===== src/sedf_pkg.sv =====
package sedf_pkg;

   localparam logic [7:0] BYTE_STX        = 8'h02;
   localparam logic [7:0] BYTE_ETX        = 8'h03;
   localparam logic [7:0] BYTE_NAK        = 8'h15;
   localparam logic [7:0] EXT_COMMAND_MIN = 8'h80;

   // parser phase, one-hot
   typedef enum logic [6:0] {
      PH_HUNT    = 7'b0000001,
      PH_COMMAND = 7'b0000010,
      PH_LENGTH  = 7'b0000100,
      PH_PAYLOAD = 7'b0001000,
      PH_CRC_HI  = 7'b0010000,
      PH_CRC_LO  = 7'b0100000,
      PH_TERM    = 7'b1000000
   } phase_type;

   typedef enum logic [2:0] {
      ROLE_COMMAND = 3'd0,
      ROLE_LENGTH  = 3'd1,
      ROLE_PAYLOAD = 3'd2,
      ROLE_CRC_HI  = 3'd3,
      ROLE_CRC_LO  = 3'd4,
      ROLE_TERM    = 3'd5
   } role_type;

   typedef enum logic [1:0] {
      ST_GOOD   = 2'd0,
      ST_NAK    = 2'd1,
      ST_LEGACY = 2'd2,
      ST_BADEND = 2'd3
   } status_type;

   // one tagged frame word
   typedef struct packed {
      logic [7:0] frame_byte;
      role_type   byte_role;
      status_type frame_status;
      logic       frame_last;
   } result_type;

endpackage


===== src/sedf_in_stage.sv =====
module sedf_in_stage import sedf_pkg::*; (
   input  logic       clock,
   input  logic       reset,
   input  logic       in_valid,
   output logic       in_ready,
   input  logic [7:0] in_byte,
   output logic       held_valid,
   input  logic       held_take,
   output logic [7:0] held_byte
);

   logic       valid_ff, valid_in;
   logic [7:0] byte_ff;

   assign in_ready   = !valid_ff || held_take;
   assign valid_in   = (in_valid && in_ready) ? 1'b1 : (held_take ? 1'b0 : valid_ff);
   assign held_valid = valid_ff;
   assign held_byte  = byte_ff;

   always_ff @(posedge clock) begin
      if (reset) begin
         valid_ff <= 1'b0;
      end else begin
         valid_ff <= valid_in;
      end
   end

   always_ff @(posedge clock) begin
      if (in_valid && in_ready) begin
         byte_ff <= in_byte;
      end
   end

endmodule


===== src/sedf_parser.sv =====
module sedf_parser import sedf_pkg::*; (
   input  logic       clock,
   input  logic       reset,
   input  logic       step,       // consume one byte this cycle
   input  logic [7:0] rx_byte,
   output logic       emit,
   output result_type result
);

   phase_type  phase_ff, phase_in;
   logic [7:0] bytes_left_ff, bytes_left_in;
   logic [7:0] held_command_ff, held_command_in;
   logic [7:0] left_dec;

   assign left_dec = bytes_left_ff - 8'd1;

   always_comb begin
      phase_in            = phase_ff;
      bytes_left_in       = bytes_left_ff;
      held_command_in     = held_command_ff;
      emit                = 1'b0;
      result.frame_byte   = rx_byte;
      result.byte_role    = ROLE_COMMAND;
      result.frame_status = ST_GOOD;
      result.frame_last   = 1'b0;
      case (phase_ff)
         PH_COMMAND: begin
            if (rx_byte != BYTE_STX) begin
               held_command_in = rx_byte;
               phase_in        = PH_LENGTH;
               emit            = 1'b1;
            end
         end
         PH_LENGTH: begin
            bytes_left_in    = rx_byte;
            phase_in         = (rx_byte == 8'd0) ? PH_CRC_HI : PH_PAYLOAD;
            emit             = 1'b1;
            result.byte_role = ROLE_LENGTH;
         end
         PH_PAYLOAD: begin
            bytes_left_in    = left_dec;
            if (left_dec == 8'd0) begin
               phase_in = PH_CRC_HI;
            end
            emit             = 1'b1;
            result.byte_role = ROLE_PAYLOAD;
         end
         PH_CRC_HI: begin
            phase_in         = PH_CRC_LO;
            emit             = 1'b1;
            result.byte_role = ROLE_CRC_HI;
         end
         PH_CRC_LO: begin
            phase_in         = PH_TERM;
            emit             = 1'b1;
            result.byte_role = ROLE_CRC_LO;
         end
         PH_TERM: begin
            if (rx_byte == BYTE_NAK) begin
               result.frame_status = ST_NAK;
            end else if (rx_byte == BYTE_ETX) begin
               result.frame_status = (held_command_ff < EXT_COMMAND_MIN) ? ST_LEGACY : ST_GOOD;
            end else begin
               result.frame_status = ST_BADEND;
            end
            phase_in          = PH_HUNT;
            bytes_left_in     = 8'd0;
            emit              = 1'b1;
            result.byte_role  = ROLE_TERM;
            result.frame_last = 1'b1;
         end
         default: begin
            // hunting: drop everything up to a start byte
            phase_in = (rx_byte == BYTE_STX) ? PH_COMMAND : PH_HUNT;
         end
      endcase
   end

   always_ff @(posedge clock) begin
      if (reset) begin
         phase_ff        <= PH_HUNT;
         bytes_left_ff   <= 8'd0;
         held_command_ff <= 8'd0;
      end else if (step) begin
         phase_ff        <= phase_in;
         bytes_left_ff   <= bytes_left_in;
         held_command_ff <= held_command_in;
      end
   end

endmodule


===== src/stx_etx_frame_deframer_core.sv =====
// STX/ETX deframer: splits a received byte stream into tagged frame words.
// Each accepted byte passes the input register, then the result register, before it can raise rsp_tvalid.
// Throughput: one byte per cycle, sustained, while rsp_tready stays high.
// Dropped bytes (hunting, repeated STX) still take one slot in the input register.
// Reset (synchronous, active high): both stages empty, parser back to hunting for STX.
module stx_etx_frame_deframer_core import sedf_pkg::*; (
   input  logic       clock,
   input  logic       reset,
   // received bytes
   input  logic       req_tvalid,
   output logic       req_tready,
   input  logic [7:0] req_tdata,   // [7:0] rx_byte
   // tagged frame words
   output logic       rsp_tvalid,
   input  logic       rsp_tready,
   output logic [7:0] rsp_tdata,   // [7:0] frame_byte
   output logic [4:0] rsp_tuser,   // [2:0] byte_role, [4:3] frame_status
   output logic       rsp_tlast    // frame_last: terminator word
);

   logic       held_valid;
   logic [7:0] held_byte;
   logic       out_free;
   logic       step;
   logic       emit;
   result_type result;

   logic       rsp_valid_ff, rsp_valid_in;
   result_type rsp_ff;

   // The result register can take a new word when it is empty or being drained.
   // The parser advances exactly when it takes the held byte, which needs the result register free.
   assign out_free = !rsp_valid_ff || rsp_tready;
   assign step     = held_valid && out_free;

   sedf_in_stage u_in_stage (
      .clock      (clock),
      .reset      (reset),
      .in_valid   (req_tvalid),
      .in_ready   (req_tready),
      .in_byte    (req_tdata),
      .held_valid (held_valid),
      .held_take  (step),
      .held_byte  (held_byte)
   );

   sedf_parser u_parser (
      .clock   (clock),
      .reset   (reset),
      .step    (step),
      .rx_byte (held_byte),
      .emit    (emit),
      .result  (result)
   );

   // Bytes that produce nothing simply leave the result register empty.
   assign rsp_valid_in = out_free ? (step && emit) : rsp_valid_ff;

   always_ff @(posedge clock) begin
      if (reset) begin
         rsp_valid_ff <= 1'b0;
      end else begin
         rsp_valid_ff <= rsp_valid_in;
      end
   end

   always_ff @(posedge clock) begin
      if (step && emit) begin
         rsp_ff <= result;
      end
   end

   assign rsp_tvalid = rsp_valid_ff;
   assign rsp_tdata  = rsp_ff.frame_byte;
   assign rsp_tuser  = {rsp_ff.frame_status, rsp_ff.byte_role};
   assign rsp_tlast  = rsp_ff.frame_last;

endmodule

===== config.mk =====
export PLATFORM = sky130hd
export DESIGN_NAME = stx_etx_frame_deframer_core
export DESIGN_NICKNAME = d
export VERILOG_FILES = /design/src/sedf_pkg.sv /design/src/sedf_in_stage.sv /design/src/sedf_parser.sv /design/src/stx_etx_frame_deframer_core.sv
export SDC_FILE = /design/constraint.sdc
export NUM_CORES = 1
export LEC_CHECK = 0
export ABC_CLOCK_PERIOD_IN_PS = 3250
export BUFFER_PORTS_ARGS = -buffer_cell sky130_fd_sc_hd__buf_2
export CAP_MARGIN = 15
export CORE_ASPECT_RATIO = 1.75
export CORE_MARGIN = 1.5
export CORE_UTILIZATION = 56
export CTS_CLUSTER_SIZE = 12
export DETAILED_ROUTE_END_ITERATION = 10
export HOLD_SLACK_MARGIN = 0.03
export PLACE_DENSITY = 0.86
export SYNTH_ARGS = -nofsm -noshare
export SYNTH_HDL_FRONTEND = slang
export SYNTH_SLANG_ARGS = --single-unit

===== constraint.sdc =====
create_clock -name clock -period 3.25 [get_ports clock]
set_clock_uncertainty 0.05 [all_clocks]
set_input_delay 0.325 -clock clock [delete_from_list [all_inputs] [get_ports clock]]
set_output_delay 0.325 -clock clock [all_outputs]
set_load 0.02 [all_outputs]

# Word-level counts from Yosys, hierarchy flattened
# Index checks and enable logic that the tools add are counted.
dict set report op_classes {
  add_sub_neg 1
  order_cmp 1
  eq_ne 12
  mux 15
  bitwise_logic 1
  reduce_logical 16
}
# op n
set ops {}
lappend ops {{7-bit one-hot mux with 6 select lines} 1}
lappend ops {{8-bit one-hot mux with 3 select lines} 1}
lappend ops {{8-bit by 2-bit equality test with 1-bit output, second input constant} 2}
lappend ops {{8-bit logical NOT} 2}
lappend ops {{3-bit one-hot mux with 5 select lines} 1}
lappend ops {{7-bit two-way mux} 2}
lappend ops {{8-bit by 5-bit equality test with 1-bit output, second input constant} 1}
lappend ops {{8-bit less-than comparator, second input constant} 1}
lappend ops {{8-bit by 2-bit inequality test with 1-bit output, second input constant} 1}
lappend ops {{8-bit by 1-bit subtractor with 8-bit output, second input constant} 1}
lappend ops {{7-bit by 2-bit equality test with 1-bit output, second input constant} 1}
lappend ops {{7-bit by 3-bit equality test with 1-bit output, second input constant} 1}
lappend ops {{7-bit by 4-bit equality test with 1-bit output, second input constant} 1}
lappend ops {{7-bit by 5-bit equality test with 1-bit output, second input constant} 1}
lappend ops {{7-bit by 6-bit equality test with 1-bit output, second input constant} 1}
lappend ops {{7-bit equality test, second input constant} 1}
lappend ops {{2-bit two-way mux} 3}
lappend ops {{3-bit AND reduction} 2}
lappend ops {{1-bit two-way mux} 5}
lappend ops {{5-bit two-way mux} 1}
lappend ops {{5-bit OR reduction} 1}
lappend ops {{2-bit by 1-bit inequality test with 1-bit output, second input constant} 2}
lappend ops {{1-bit logical AND} 3}
lappend ops {{3-bit nonzero test} 1}
lappend ops {{7 further kinds} 9}
dict set report totals {
  reg_bits 47
  in_bits 12
  out_inout_bits 16
  elab_cells 57
}

# Logic depth before layout (Yosys ltp)
# Gate-level depths: netlist of the first run.
dict set report logic_depth {
  depth_word 6
  mapped_depth 10
  ltp_nobuf 8
}

# Modules after synthesis
# A second synthesis of the first run with hierarchy kept.
dict set report hier_totals {
  hier_cells 200
  area_unflattened_um2 2114.5
}
# mod instances cells_each area_per_inst_um2 seq_area_each_um2
set by_module_without_submodules {}
lappend by_module_without_submodules {sedf_parser 1 167 1327.5 320.3}
lappend by_module_without_submodules {stx_etx_frame_deframer_core 1 20 491.7 440.4}
lappend by_module_without_submodules {sedf_in_stage 1 13 295.3 260.2}

# Worst setup path after synthesis of the first run
# No wires, ideal clock.
dict set report synth_path {
  kind {reg-to-reg}
  start {register u_in_stage.byte_ff[7] (netlist: u_in_stage.held_byte[7])}
  end {register rsp_ff (netlist bit rsp_tdata[0]) (enable)}
  setup_time_ps 306
  arrival_ps 2090
  t_required_ps 2894
  path_slack_ps 804
  stages_incl_launch_ff 5
  path_buffers 0
  cell_sequence {edfxtp_1 -> or4_1 -> or4_1 -> a221o_1 -> nor2b_1}
}
dict set report synth_via {
  elab_chain_cells 4
}
# element line
set synth_lines {}
lappend synth_lines {{from (decl)} sedf_in_stage.sv:13} ;# logic [7:0] byte_ff;
lappend synth_lines {{from (signal assigned)} sedf_in_stage.sv:30} ;# byte_ff <= in_byte;
lappend synth_lines {{8-bit by 2-bit inequality test with 1-bit output} sedf_parser.sv:28} ;# if (rx_byte != BYTE_STX) begin
lappend synth_lines {{1-bit two-way mux} sedf_parser.sv:28}
lappend synth_lines {{1-bit one-hot mux with 2 select lines} sedf_parser.sv:26} ;# case (phase_ff)
lappend synth_lines {{1-bit logical AND} stx_etx_frame_deframer_core.sv:68} ;# if (step && emit) begin
lappend synth_lines {{to (signal assigned)} stx_etx_frame_deframer_core.sv:69} ;# rsp_ff <= result;
lappend synth_lines {{to (decl)} stx_etx_frame_deframer_core.sv:29} ;# result_type rsp_ff;
# No other way between the ends.
# A chain may end at the register's enable or synchronous reset.

# Worst setup path after layout of the first run
dict set report layout_path {
  start {register u_in_stage.byte_ff[7] (netlist: u_in_stage.held_byte[7])}
  end {register rsp_ff (netlist bit rsp_tdata[6]) (enable)}
}
# The elaborated chain is that of the path after synthesis.

==> results of run 1 <==
-- flip-flops by register name (all words and copies together), names as in the netlist --
name and count:
u_parser.bytes_left_ff 8, u_parser.phase_ff 7, rsp_tdata 8, u_in_stage.held_valid 1, u_in_stage.held_byte 8, rsp_tlast 1
rsp_tuser 5, u_parser.held_command_ff 1, rsp_tvalid 1
-- kinds of logic (layout without fill, tap and decap cells) --
logic type,count (synthesis),after routing,share of synthesized area [%]
simple gates,79,79,21.72
compound gates,56,56,19.00
fa+ha+maj,2,2,1.237
flops,40,40,50.50
mux,1,1,0.4951
buf+inv,19,43,4.455
xor+xnor,6,6,2.599
-- synthesized netlist by cell type (2+ instances only) --
library cell	instances	share of area (%)
sky130_fd_sc_hd__a211o_1	2	0.87
sky130_fd_sc_hd__a211oi_1	6	2.2
sky130_fd_sc_hd__a21oi_1	14	3.5
sky130_fd_sc_hd__a221oi_1	2	0.87
sky130_fd_sc_hd__a22oi_1	5	1.9
sky130_fd_sc_hd__and3_1	2	0.62
sky130_fd_sc_hd__buf_2	3	0.74
sky130_fd_sc_hd__buf_6	2	1.1
sky130_fd_sc_hd__clkbuf_1	7	1.3
sky130_fd_sc_hd__dfxtp_1	18	18
sky130_fd_sc_hd__edfxtp_1	22	33
sky130_fd_sc_hd__ha_1	2	1.2
sky130_fd_sc_hd__inv_1	6	1.1
sky130_fd_sc_hd__nand2_1	17	3.2
sky130_fd_sc_hd__nand2b_1	3	0.93
sky130_fd_sc_hd__nand3_1	4	0.99
sky130_fd_sc_hd__nand3b_1	4	1.5
sky130_fd_sc_hd__nand4b_1	3	1.3
sky130_fd_sc_hd__nor2_1	21	3.9
sky130_fd_sc_hd__nor3_1	4	0.99
sky130_fd_sc_hd__nor3b_1	2	0.74
sky130_fd_sc_hd__nor4_1	4	1.2
sky130_fd_sc_hd__o21a_1	2	0.74
sky130_fd_sc_hd__o21ai_0	11	2.7
sky130_fd_sc_hd__o31ai_1	2	0.74
sky130_fd_sc_hd__o41ai_1	2	0.87
sky130_fd_sc_hd__or3_1	2	0.62
sky130_fd_sc_hd__or4_1	2	0.74
sky130_fd_sc_hd__xor2_1	5	2.2
-- placed cells by master, fill, tap and decap left out, types with 6 or more instances in the layout --
master / synthesis / layout
sky130_fd_sc_hd__buf_2: 3 / 27
sky130_fd_sc_hd__edfxtp_1: 22 / 22
sky130_fd_sc_hd__nor2_1: 21 / 21
sky130_fd_sc_hd__dfxtp_1: 18 / 18
sky130_fd_sc_hd__nand2_1: 17 / 17
sky130_fd_sc_hd__a21oi_1: 14 / 14
sky130_fd_sc_hd__o21ai_0: 11 / 11
sky130_fd_sc_hd__inv_1: 6 / 6
sky130_fd_sc_hd__a211oi_1: 6 / 6
-- worst reg2reg max path, delay by kind of cell, from the launching register on --
family | cells | cell delay [ns]
and+or+nand+nor | 3 | 1.29
DFF | 1 | 0.42
AOI/OAI and AO/OA | 1 | 0.37
buffers and inverters | 1 | 0.20
-- path summary, 6_finish.rpt --
path | endpoint | cells after the start | slack [ns] | startpoint
max | rsp_tdata[6]$_DFFE_PP_ | 5 | 0.68 | u_in_stage.held_byte[7]$_DFFE_PP_
min | u_in_stage.held_byte[5]$_DFFE_PP_ | 1 | 0.15 | req_tdata[5]
max reg2reg | rsp_tdata[6]$_DFFE_PP_ | 5 | 0.68 | u_in_stage.held_byte[7]$_DFFE_PP_
min reg2reg | rsp_tdata[5]$_DFFE_PP_ | 0 | 0.44 | u_in_stage.held_byte[5]$_DFFE_PP_
-- power groups by stage --
| stage | clock, mW | sequential [mW] | combinational [mW] |
|---|---|---|---|
| final | 0.403 | 0.550 | 0.0315 |
| after global routing | 0.425 | 0.550 | 0.0353 |
| after CTS | 0.406 | 0.549 | 0.0314 |
| after detailed placement | 0 | 0.561 | 0.0309 |
| after global placement | 0 | 0.561 | 0.0305 |
| after floorplan | 0 | 0.555 | 0.0235 |
-- layout make-up --
| type | count | area, µm² | area share, % |
|---|---|---|---|
| clock buffer | 5 | 68.82 | 3.029 |
| timing repair buffer | 29 | 150.1 | 6.608 |
| multi-input combinational | 144 | 910.9 | 40.09 |
| sequential | 40 | 1021 | 44.93 |
| clock inverter | 3 | 42.54 | 1.872 |
| tap | 45 | 56.30 | 2.478 |
| inverter | 6 | 22.52 | 0.9912 |
-- metal layers --
metal	share of wire, %	vias to the layer above	track usage (%)	routed length (µm)
li1	-	808	-	-
met1	36	804	23.70	1568
met2	55	60	44.03	2381
met3	4.7	15	4.676	202
met4	3.4	0	13.14	146
met5	0	-	0	0
==> flow_summary_export.csv, run 1 <==
group,metric,value,unit
logic_synthesis,ys_dominant_reg_cell,"sky130_fd_sc_hd__edfxtp_1",
logic_synthesis,netlist-cell-type-count,53,
layout,post_route_cells_drive_above_1_share,19.38,%
timing,finalWorstPathRequiredPeriod,2.569,ns
logic_synthesis,synth.ff_latch_count,40,
status,status,"completed",
floorplan,die_x,48.42,µm
clock_network,cts_tree,"done",
global_routing,groute.usage.overall,23.17,%
pwr,power.sequential.fraction,55.8,%
clock_network,hold_buffers,0,
global_routing,grt_pass1_vias,1546,
pwr,maximum_resistive_drop_on_vdd,0.0004329,V
routing,ant_nets,0,
logic_synthesis,syn-num-nets,217,
layout,finalCoreUtilization,66.18,%
global_routing,grt.overflow.total,0,
floorplan,die_y,82.49,µm
logic_synthesis,ys_warn_count,0,
critical_path,path_common_cell,"sky130_fd_sc_hd__or4_1",
logic_synthesis,synthArstFlopShare,0,%
timing,max-slew-margin-rel,66.58,%
pwr,report.power.total,0.9845,mW
placed_design,globalplace.congestion,0.8727,
critical_path,required_time_of_the_critical_path,3.25,ns
floorplan,fp.coreArea,3433,µm²
layout,design_area,2272,µm²
routing,dr_total_vias,1687,
placed_design,place_inst,264,
timing,final_cycle_share,79.04,%
clock_network,clk_transition_reported_paths,0.07,ns
layout,antenna_cells_inserted,0,
layout,finish.cell_count_without_fillers,272,
clock_network,cts_sink_cnt,40,
critical_path,chain_of_cells_forming_the_critical_path,"or4_1 -> or4_1 -> a221o_1 -> nor2b_1 -> buf_4",
logic_synthesis,ys_seq_area_share,50.50,%
clock_network,post_cts_resize_count,0,
pwr,power.density_cell_area,433.3,nW/µm²
routing,remaining_drc_errors,0,
critical_path,critical-path-top-delay-family,"simple AND/OR/NAND/NOR gates",
placed_design,dpl.hpwl,3031,µm
routing,drt_pass1_iterations,4,
clock_network,clock_latency_on_the_worst_skew_pair,0.30,ns
timing,fmaxAchievable,389.3,MHz
flow_run,max_cap_violations,0,
critical_path,crit_path_top_delay_cell,"sky130_fd_sc_hd__or4_1",
timing,hold_slack,0.1497,ns
logic_synthesis,synth_cells,203,
critical_path,cp.buffers_inverters,1,
timing,maxSlewViolCount,0,
global_routing,grt_max_degree,22,
timing,finalHoldViolations,0,
routing,initialDrtViolationCount,79,
min_path,min-delay-path-class,"input pin to register",
pwr,p_switching,0.2052,mW
routing,post_drt_via_cell_ratio,6.202,
timing,max_slew.worst_pin.slew,0.4974,ns
pwr,power.internal,0.7793,mW
logic_synthesis,synth.cell_area,2022,µm²
clock_network,cts_buffer_count,5,
pwr,comb_power_share,3.2,%
clock_network,h_tree_lvl_count,2,
pwr,total_leakage_power,0.8418,nW
pwr,swShare,20.84,%
timing,grt_setup_unrepaired,"no",
routing,post_drt_wl_per_cell,15.81,µm
floorplan,start_util,58.89,%
critical_path,worst_setup_end_kind,"register",
clock_network,clock_tree_root_driver_cell,"sky130_fd_sc_hd__clkbuf_8",
clock_network,cts.repair_timing.setup_buffer_count,0,
placed_design,buffer_ports.inserted,27,
floorplan,boundary_pins,28,
logic_synthesis,synth-edff-count,22,
global_routing,grt_pass1_wl,7051,µm
timing,setup_viol,0,
global_routing,antenna_found_initial,0,
floorplan,num_rows,28,
timing,setup_total_negative_slack,0,ns
placed_design,post-place-ws,0.7171,ns
layout,nFillCells,302,
placed_design,placedInstanceArea,2161,µm²
critical_path,critical_path_max_stage_delay,0.60,ns
clock_network,ctsLongestPathBuffers,2,
timing,worst_slack,0.6811,ns
critical_path,critical_path.max_fanout,14,
pwr,clock_power_share,41.0,%
layout,layout-area-overhead-vs-synth,12.38,%
critical_path,critPathLaunchType,"register",
critical_path,setup.worst_path.class,"register to register",
routing,route.final.wire_length,4299,µm
layout,net_count_reported_at_finish,240,
floorplan,fp.dieArea,3994,µm²
critical_path,critical_path_arrival,2.57,ns
logic_synthesis,postSynthAreaPerCell,9.960,µm²
Note: power is estimated with default switching activity, not from simulation.
==> run 2, diff against run 1 <==
--- a/config.mk
+++ b/config.mk
@@ -5,7 +5,8 @@
 export SDC_FILE = /design/constraint.sdc
 export NUM_CORES = 1
 export LEC_CHECK = 0
-export ABC_CLOCK_PERIOD_IN_PS = 3250
+export ABC_AREA = 1
+export ABC_CLOCK_PERIOD_IN_PS = 2500
 export BUFFER_PORTS_ARGS = -buffer_cell sky130_fd_sc_hd__buf_2
 export CAP_MARGIN = 15
 export CORE_ASPECT_RATIO = 1.75
==> constraint.sdc (replaced) <==
create_clock -name clock -period 2.5 [get_ports clock]
set_clock_uncertainty 0.05 [all_clocks]
set_input_delay 0.25 -clock clock [delete_from_list [all_inputs] [get_ports clock]]
set_output_delay 0.25 -clock clock [all_outputs]
set_load 0.02 [all_outputs]
==> flow_summary_export.csv, run 2 <==
group,metric,value,unit
floorplan,die_y,82.10,µm
layout,antenna_cells_inserted,0,
critical_path,flop_to_flop_setup_slack,0.45,ns
floorplan,fp.coreArea,3398,µm²
min_path,holdPathEnd,"u_in_stage.held_byte[2]$_DFFE_PP_",
placed_design,globalplace.congestion,0.9190,
global_routing,antenna_found_initial,0,
logic_synthesis,synth-edff-count,22,
routing,remaining_drc_errors,0,
floorplan,die_x,48.20,µm
layout,post_route_cells_drive_above_1_share,24.51,%
floorplan,num_rows,28,
logic_synthesis,postSynthAreaPerCell,8.937,µm²
logic_synthesis,ys_seq_area_share,51.00,%
clock_network,clk_transition_reported_paths,0.08,ns
pwr,power.density_cell_area,600.1,nW/µm²
global_routing,grt_pass1_wl,6230,µm
critical_path,r2r_end,"rsp_tdata[4]$_DFFE_PP_",
layout,layout_common_cells,"sky130_fd_sc_hd__nand2_1, sky130_fd_sc_hd__inv_1, sky130_fd_sc_hd__buf_2",
floorplan,fp.dieArea,3957,µm²
clock_network,cts_sink_cnt,40,
logic_synthesis,ys_warn_count,0,
logic_synthesis,synth.cell_area,2002,µm²
logic_synthesis,synth.most_common_cell,"sky130_fd_sc_hd__nand2_1",
logic_synthesis,ys_top_cells_by_count,"sky130_fd_sc_hd__nand2_1, sky130_fd_sc_hd__inv_1, sky130_fd_sc_hd__nor2_1",
clock_network,cts.repair_timing.setup_buffer_count,0,
global_routing,grt_pass1_vias,1470,
layout,layout-area-overhead-vs-synth,14.38,%
timing,grt_setup_unrepaired,"no",
logic_synthesis,syn-num-nets,238,
layout,finalCoreUtilization,67.38,%
logic_synthesis,synth_cells,224,
timing,maxSlewViolCount,0,
global_routing,groute.usage.overall,22.96,%
placed_design,buffer_ports.inserted,27,
clock_network,clock_tree_root_driver_cell,"sky130_fd_sc_hd__clkbuf_8",
timing,final_cycle_share,81.94,%
logic_synthesis,synth.top_cell.area_share,33.00,%
min_path,worstHoldStart,"req_tdata[2]",
clock_network,cts_buffer_count,5,
clock_network,hold_buffers,0,
logic_synthesis,synth.top_cells.by_area,"sky130_fd_sc_hd__edfxtp_1, sky130_fd_sc_hd__dfxtp_1, sky130_fd_sc_hd__nand2_1",
global_routing,grt_max_degree,17,
logic_synthesis,synth.ff_latch_count,40,
clock_network,cts_tree,"done",
pwr,total_leakage_power,0.9576,nW
timing,fmaxAchievable,488.2,MHz
timing,max_slew.worst_pin.slew,0.6166,ns
critical_path,reg_to_reg_startpoint,"u_in_stage.held_byte[3]$_DFFE_PP_",
status,status,"completed",
floorplan,boundary_pins,28,
min_path,min-delay-path-class,"input pin to register",
placed_design,dpl.hpwl,2974,µm
clock_network,clock_latency_on_the_worst_skew_pair,0.30,ns
critical_path,critPathLaunchType,"register",
floorplan,start_util,58.91,%
pwr,maximum_resistive_drop_on_vdd,0.0006341,V
logic_synthesis,synthArstFlopShare,0,%
critical_path,required_time_of_the_critical_path,2.36,ns
critical_path,worst_setup_end_kind,"register",
global_routing,grt.overflow.total,0,
critical_path,critical_path.max_fanout,14,
routing,post_drt_wl_per_cell,13.06,µm
timing,finalWorstPathRequiredPeriod,2.049,ns
routing,dr_total_vias,1587,
critical_path,setup.worst_path.class,"register to register",
clock_network,ctsLongestPathBuffers,2,
logic_synthesis,ys_dominant_reg_cell,"sky130_fd_sc_hd__edfxtp_1",
critical_path,critical_path_arrival,1.91,ns
clock_network,h_tree_lvl_count,2,
timing,setup_viol,0,
timing,max-slew-margin-rel,58.80,%
timing,setup_total_negative_slack,0,ns
clock_network,post_cts_resize_count,0,
flow_run,max_cap_violations,0,
routing,ant_nets,0,
routing,initialDrtViolationCount,59,
critical_path,r2r_worst_path_depth,6,
routing,post_drt_via_cell_ratio,5.255,
logic_synthesis,netlist-cell-type-count,33,
min_path,worstHoldPathCells,1,
layout,net_count_reported_at_finish,270,
layout,final_common_cell,"sky130_fd_sc_hd__nand2_1",
timing,finalHoldViolations,0,
routing,route.final.wire_length,3944,µm
routing,drt_pass1_iterations,5,
logic_synthesis,synth.largest_area_cell,"sky130_fd_sc_hd__edfxtp_1",
## run 2: per-layer routing
metal / routed length, µm / vias up / global-route usage [%]
met4: 166 / 0 / 15.14
met1: 1430 / 738 / 22.06
met5: 0 / - / 0
met3: 125 / 14 / 4.783
met2: 2221 / 34 / 40.39
li1: - / 801 / -
## run 2: power by group
| group | internal [mW] | switching (mW) |
|---|---|---|
| clock network | 0.300 | 0.236 |
| registers | 0.712 | 0.0168 |
| logic | 0.0374 | 0.0713 |
## run 2: stage by stage
stage | hold slack, ns | std cells | power (mW) | cell area [µm²] | setup slack, ns
after global placement | 0.3777 | 294 | 0.8496 | 2175 | 0.5593
after global routing | 0.06323 | 302 | 1.420 | 2290 | 0.3177
final | 0.07213 | 302 | 1.374 | 2290 | 0.4515
after detailed placement | 0.3788 | 294 | 0.8519 | 2175 | 0.5255
after floorplan | 0.2691 | 224 | 0.8212 | 2002 | 0.7772
after CTS | 0.06982 | 302 | 1.383 | 2290 | 0.4790
## run 2: worst max-delay path by stage
stage	start	to	slack, ns	cells past startpoint
floorplan	u_in_stage.held_byte[3]$_DFFE_PP_	rsp_tdata[0]$_DFFE_PP_	0.78	6
global placement	u_parser.phase_ff[0]$_SDFFE_PP1P_	rsp_tdata[1]$_DFFE_PP_	0.56	7
detailed placement	u_in_stage.held_byte[3]$_DFFE_PP_	rsp_tdata[4]$_DFFE_PP_	0.53	6
CTS	u_in_stage.held_byte[3]$_DFFE_PP_	rsp_tdata[4]$_DFFE_PP_	0.48	6
global route	u_in_stage.held_byte[3]$_DFFE_PP_	rsp_tdata[4]$_DFFE_PP_	0.32	6
finish	u_in_stage.held_byte[3]$_DFFE_PP_	rsp_tdata[4]$_DFFE_PP_	0.45	6
## run 2: layout make-up
type	count	area, µm²
clock buffers	5	68.82
clock inverters	3	46.29
fillers	290	1109
inverters	34	135.1
multi-input cells	148	827.0
flip-flops and latches	40	1021
well taps	45	56.30
repair buffers	27	135.1
## run 2: kinds of logic (layout without fill, tap and decap cells)
kind of cell    after synthesis  after routing  share of synthesized area [%]
simple gates                116            116                          30.75
flops                        40             40                          51.00
buf+inv                      36             69                          7.688
compound gates               29             29                          8.875
fa+ha+maj                     2              2                          1.250
xor+xnor                      1              1                         0.4376
## run 2: critical path, cell delays in order (launching register included)
cell	delay, ns
sky130_fd_sc_hd__edfxtp_1	0.43
sky130_fd_sc_hd__nor2_1	0.16
sky130_fd_sc_hd__nand2_1	0.10
sky130_fd_sc_hd__nor3_2	0.24
sky130_fd_sc_hd__inv_1	0.09
sky130_fd_sc_hd__nand3_1	0.17
sky130_fd_sc_hd__nand2_1	0.42
==> run 3, diff against run 2 <==
--- a/config.mk
+++ b/config.mk
@@ -6,16 +6,16 @@
 export NUM_CORES = 1
 export LEC_CHECK = 0
 export ABC_AREA = 1
-export ABC_CLOCK_PERIOD_IN_PS = 2500
+export ABC_CLOCK_PERIOD_IN_PS = 1700
 export BUFFER_PORTS_ARGS = -buffer_cell sky130_fd_sc_hd__buf_2
 export CAP_MARGIN = 15
 export CORE_ASPECT_RATIO = 1.75
 export CORE_MARGIN = 1.5
-export CORE_UTILIZATION = 56
+export CORE_UTILIZATION = 51
 export CTS_CLUSTER_SIZE = 12
 export DETAILED_ROUTE_END_ITERATION = 10
 export HOLD_SLACK_MARGIN = 0.03
-export PLACE_DENSITY = 0.86
+export PLACE_DENSITY = 0.83
 export SYNTH_ARGS = -nofsm -noshare
 export SYNTH_HDL_FRONTEND = slang
 export SYNTH_SLANG_ARGS = --single-unit
==> constraint.sdc (replaced) <==
create_clock -name clock -period 1.7 [get_ports clock]
set_clock_uncertainty 0.05 [all_clocks]
set_input_delay 0.17 -clock clock [delete_from_list [all_inputs] [get_ports clock]]
set_output_delay 0.17 -clock clock [all_outputs]
set_load 0.02 [all_outputs]
==> flow_summary_export.csv, run 3 (synthesis gave the netlist of run 2 again) <==
group,metric,value,unit
status,status,"finished with violations",
status,violations_in_the_final_reports,"negative setup slack",
layout,net_count_reported_at_finish,302,
timing,finalHoldViolations,0,
clock_network,clock_tree_root_driver_cell,"sky130_fd_sc_hd__clkbuf_8",
critical_path,worst_setup_end_kind,"register",
global_routing,antenna_found_initial,0,
floorplan,die_x,50.36,µm
global_routing,grt_max_degree,17,
layout,finish.cell_count_without_fillers,337,
floorplan,fp.dieArea,4325,µm²
timing,finalWorstPathRequiredPeriod,1.703,ns
pwr,power.internal,1.423,mW
critical_path,r2r_end,"rsp_tdata[1]$_DFFE_PP_",
routing,dr_total_vias,1784,
critical_path,setup.worst_path.class,"register to register",
pwr,clock_power_share,32.5,%
flow_run,max_cap_violations,0,
floorplan,die_y,85.88,µm
critical_path,endpoint,"rsp_tdata[1]$_DFFE_PP_",
critical_path,r2r_worst_path_depth,9,
pwr,comb_power_share,11.5,%
pwr,maximum_resistive_drop_on_vdd,0.0008618,V
timing,maxSlewViolCount,0,
global_routing,groute.usage.overall,21.87,%
timing,max-slew-margin-rel,72.99,%
min_path,worstHoldPathCells,2,
critical_path,required_time_of_the_critical_path,1.67,ns
routing,route.final.wire_length,4883,µm
routing,post_drt_wl_per_cell,14.49,µm
routing,drt_pass1_iterations,4,
layout,finalCoreUtilization,68.89,%
critical_path,critPathLaunchType,"register",
layout,antenna_cells_inserted,0,
timing,max_slew.worst_pin.slew,0.4047,ns
timing,hold_slack,0.07990,ns
global_routing,grt.overflow.total,0,
pwr,total_leakage_power,1.103,nW
floorplan,boundary_pins,28,
pwr,p_switching,0.4882,mW
timing,fmaxAchievable,587.2,MHz
clock_network,h_tree_lvl_count,2,
clock_network,cts_buffer_count,5,
routing,ant_nets,0,
critical_path,critical_path_arrival,1.68,ns
clock_network,clk_transition_reported_paths,0.08,ns
floorplan,start_util,52.29,%
pwr,power.density_cell_area,724.6,nW/µm²
layout,nFillCells,305,
clock_network,cts_tree,"done",
routing,post_drt_via_cell_ratio,5.294,
critical_path,flop_to_flop_setup_slack,-0.003,ns
timing,final_cycle_share,100.2,%
routing,initialDrtViolationCount,73,
clock_network,cts_sink_cnt,40,
critical_path,worst_setup_path_startpoint,"u_parser.phase_ff[1]$_SDFFE_PP0P_",
min_path,min-delay-path-class,"input pin to register",
timing,setup_viol,7,
global_routing,grt_pass1_wl,6955,µm
layout,final_common_cell,"sky130_fd_sc_hd__nand2_1",
clock_network,ctsLongestPathBuffers,2,
placed_design,globalplace.congestion,0.9365,
placed_design,dpl.hpwl,3305,µm
critical_path,critical_path.max_fanout,7,
timing,grt_setup_unrepaired,"yes",
pwr,swShare,25.55,%
floorplan,fp.coreArea,3829,µm²
pwr,power.sequential.fraction,56.0,%
global_routing,grt_pass1_vias,1617,
clock_network,clock_latency_on_the_worst_skew_pair,0.30,ns
layout,layout_common_cells,"sky130_fd_sc_hd__nand2_1, sky130_fd_sc_hd__buf_2, sky130_fd_sc_hd__inv_1",
floorplan,num_rows,30,
placed_design,buffer_ports.inserted,27,
critical_path,reg_to_reg_startpoint,"u_parser.phase_ff[1]$_SDFFE_PP0P_",
placed_design,place_inst,314,
timing,worst_slack,-0.003138,ns
layout,post_route_cells_drive_above_1_share,39.45,%
routing,remaining_drc_errors,0,
layout,layout-area-overhead-vs-synth,31.75,%
pwr,report.power.total,1.911,mW
-- run 3: power by group through the flow --
stage / Combinational [mW] / Sequential (mW) / Clock (mW)
floorplan: 0.114 / 1.09 / 0
global placement: 0.175 / 1.09 / 0
detailed placement: 0.179 / 1.09 / 0
CTS: 0.195 / 1.07 / 0.622
global route: 0.237 / 1.07 / 0.660
finish: 0.220 / 1.07 / 0.621
-- run 3: how the worst min path moves through the flow --
| stage | start | to |
|---|---|---|
| floorplan | reset | u_in_stage.held_valid$_SDFFE_PP0P_ |
| global placement | req_tdata[3] | u_in_stage.held_byte[3]$_DFFE_PP_ |
| detailed placement | req_tdata[1] | u_in_stage.held_byte[1]$_DFFE_PP_ |
| CTS | reset | u_in_stage.held_valid$_SDFFE_PP0P_ |
| global route | reset | u_in_stage.held_valid$_SDFFE_PP0P_ |
| finish | reset | u_parser.phase_ff[2]$_SDFFE_PP0P_ |
-- run 3: stage by stage --
step / area [µm²] / setup slack, ns / setup TNS (ns)
global placement: 2321 / 0.04124 / 0
CTS: 2494 / 0.004147 / 0
detailed placement: 2321 / 0.009399 / 0
finish: 2638 / -0.003138 / -0.02132
global route: 2638 / -0.1105 / -1.682
floorplan: 2004 / 0.08716 / 0
-- run 3: worst max-delay path: stages, from the launching register on --
cell and delay [ns]:
sky130_fd_sc_hd__dfxtp_2 0.35, sky130_fd_sc_hd__nor2_4 0.16, sky130_fd_sc_hd__buf_6 0.13, sky130_fd_sc_hd__nand4_4 0.11, sky130_fd_sc_hd__nand2_2 0.12, sky130_fd_sc_hd__nor2_2 0.06, sky130_fd_sc_hd__nand2_1 0.07, sky130_fd_sc_hd__nand2_1 0.08
sky130_fd_sc_hd__nand2_2 0.14, sky130_fd_sc_hd__clkbuf_16 0.16
-- run 3: final cells by class --
| cell class | instances | area [µm²] | area share, % |
|---|---|---|---|
| well taps | 48 | 60.06 | 2.277 |
| multi-input cells | 149 | 900.9 | 34.16 |
| clock buffers | 6 | 72.57 | 2.751 |
| flip-flops and latches | 40 | 1028 | 38.99 |
| repair buffers | 58 | 425.4 | 16.13 |
| clock inverters | 2 | 12.51 | 0.4744 |
| inverters | 34 | 137.6 | 5.218 |
-- run 3: metal layers --
metal	part of all wire [%]	track usage (%)	up-vias
met1	35	19.63	820
met2	55	41.99	68
met5	0	0	-
met4	6.6	14.50	0
met3	3.9	4.181	27
li1	-	-	869
-- run 3: repair_timing --
| action | in CTS | in global routing |
|---|---|---|
| gates resized for setup | 0 | 32 |
| pin swaps | 0 | 17 |
| cloned | 0 | 2 |
| hold buffers | 8 | 0 |
| buffers inserted | 1 | 4 |
| hold endpoints to repair | 8 | 0 |
| setup endpoints to repair | 5 | 24 |
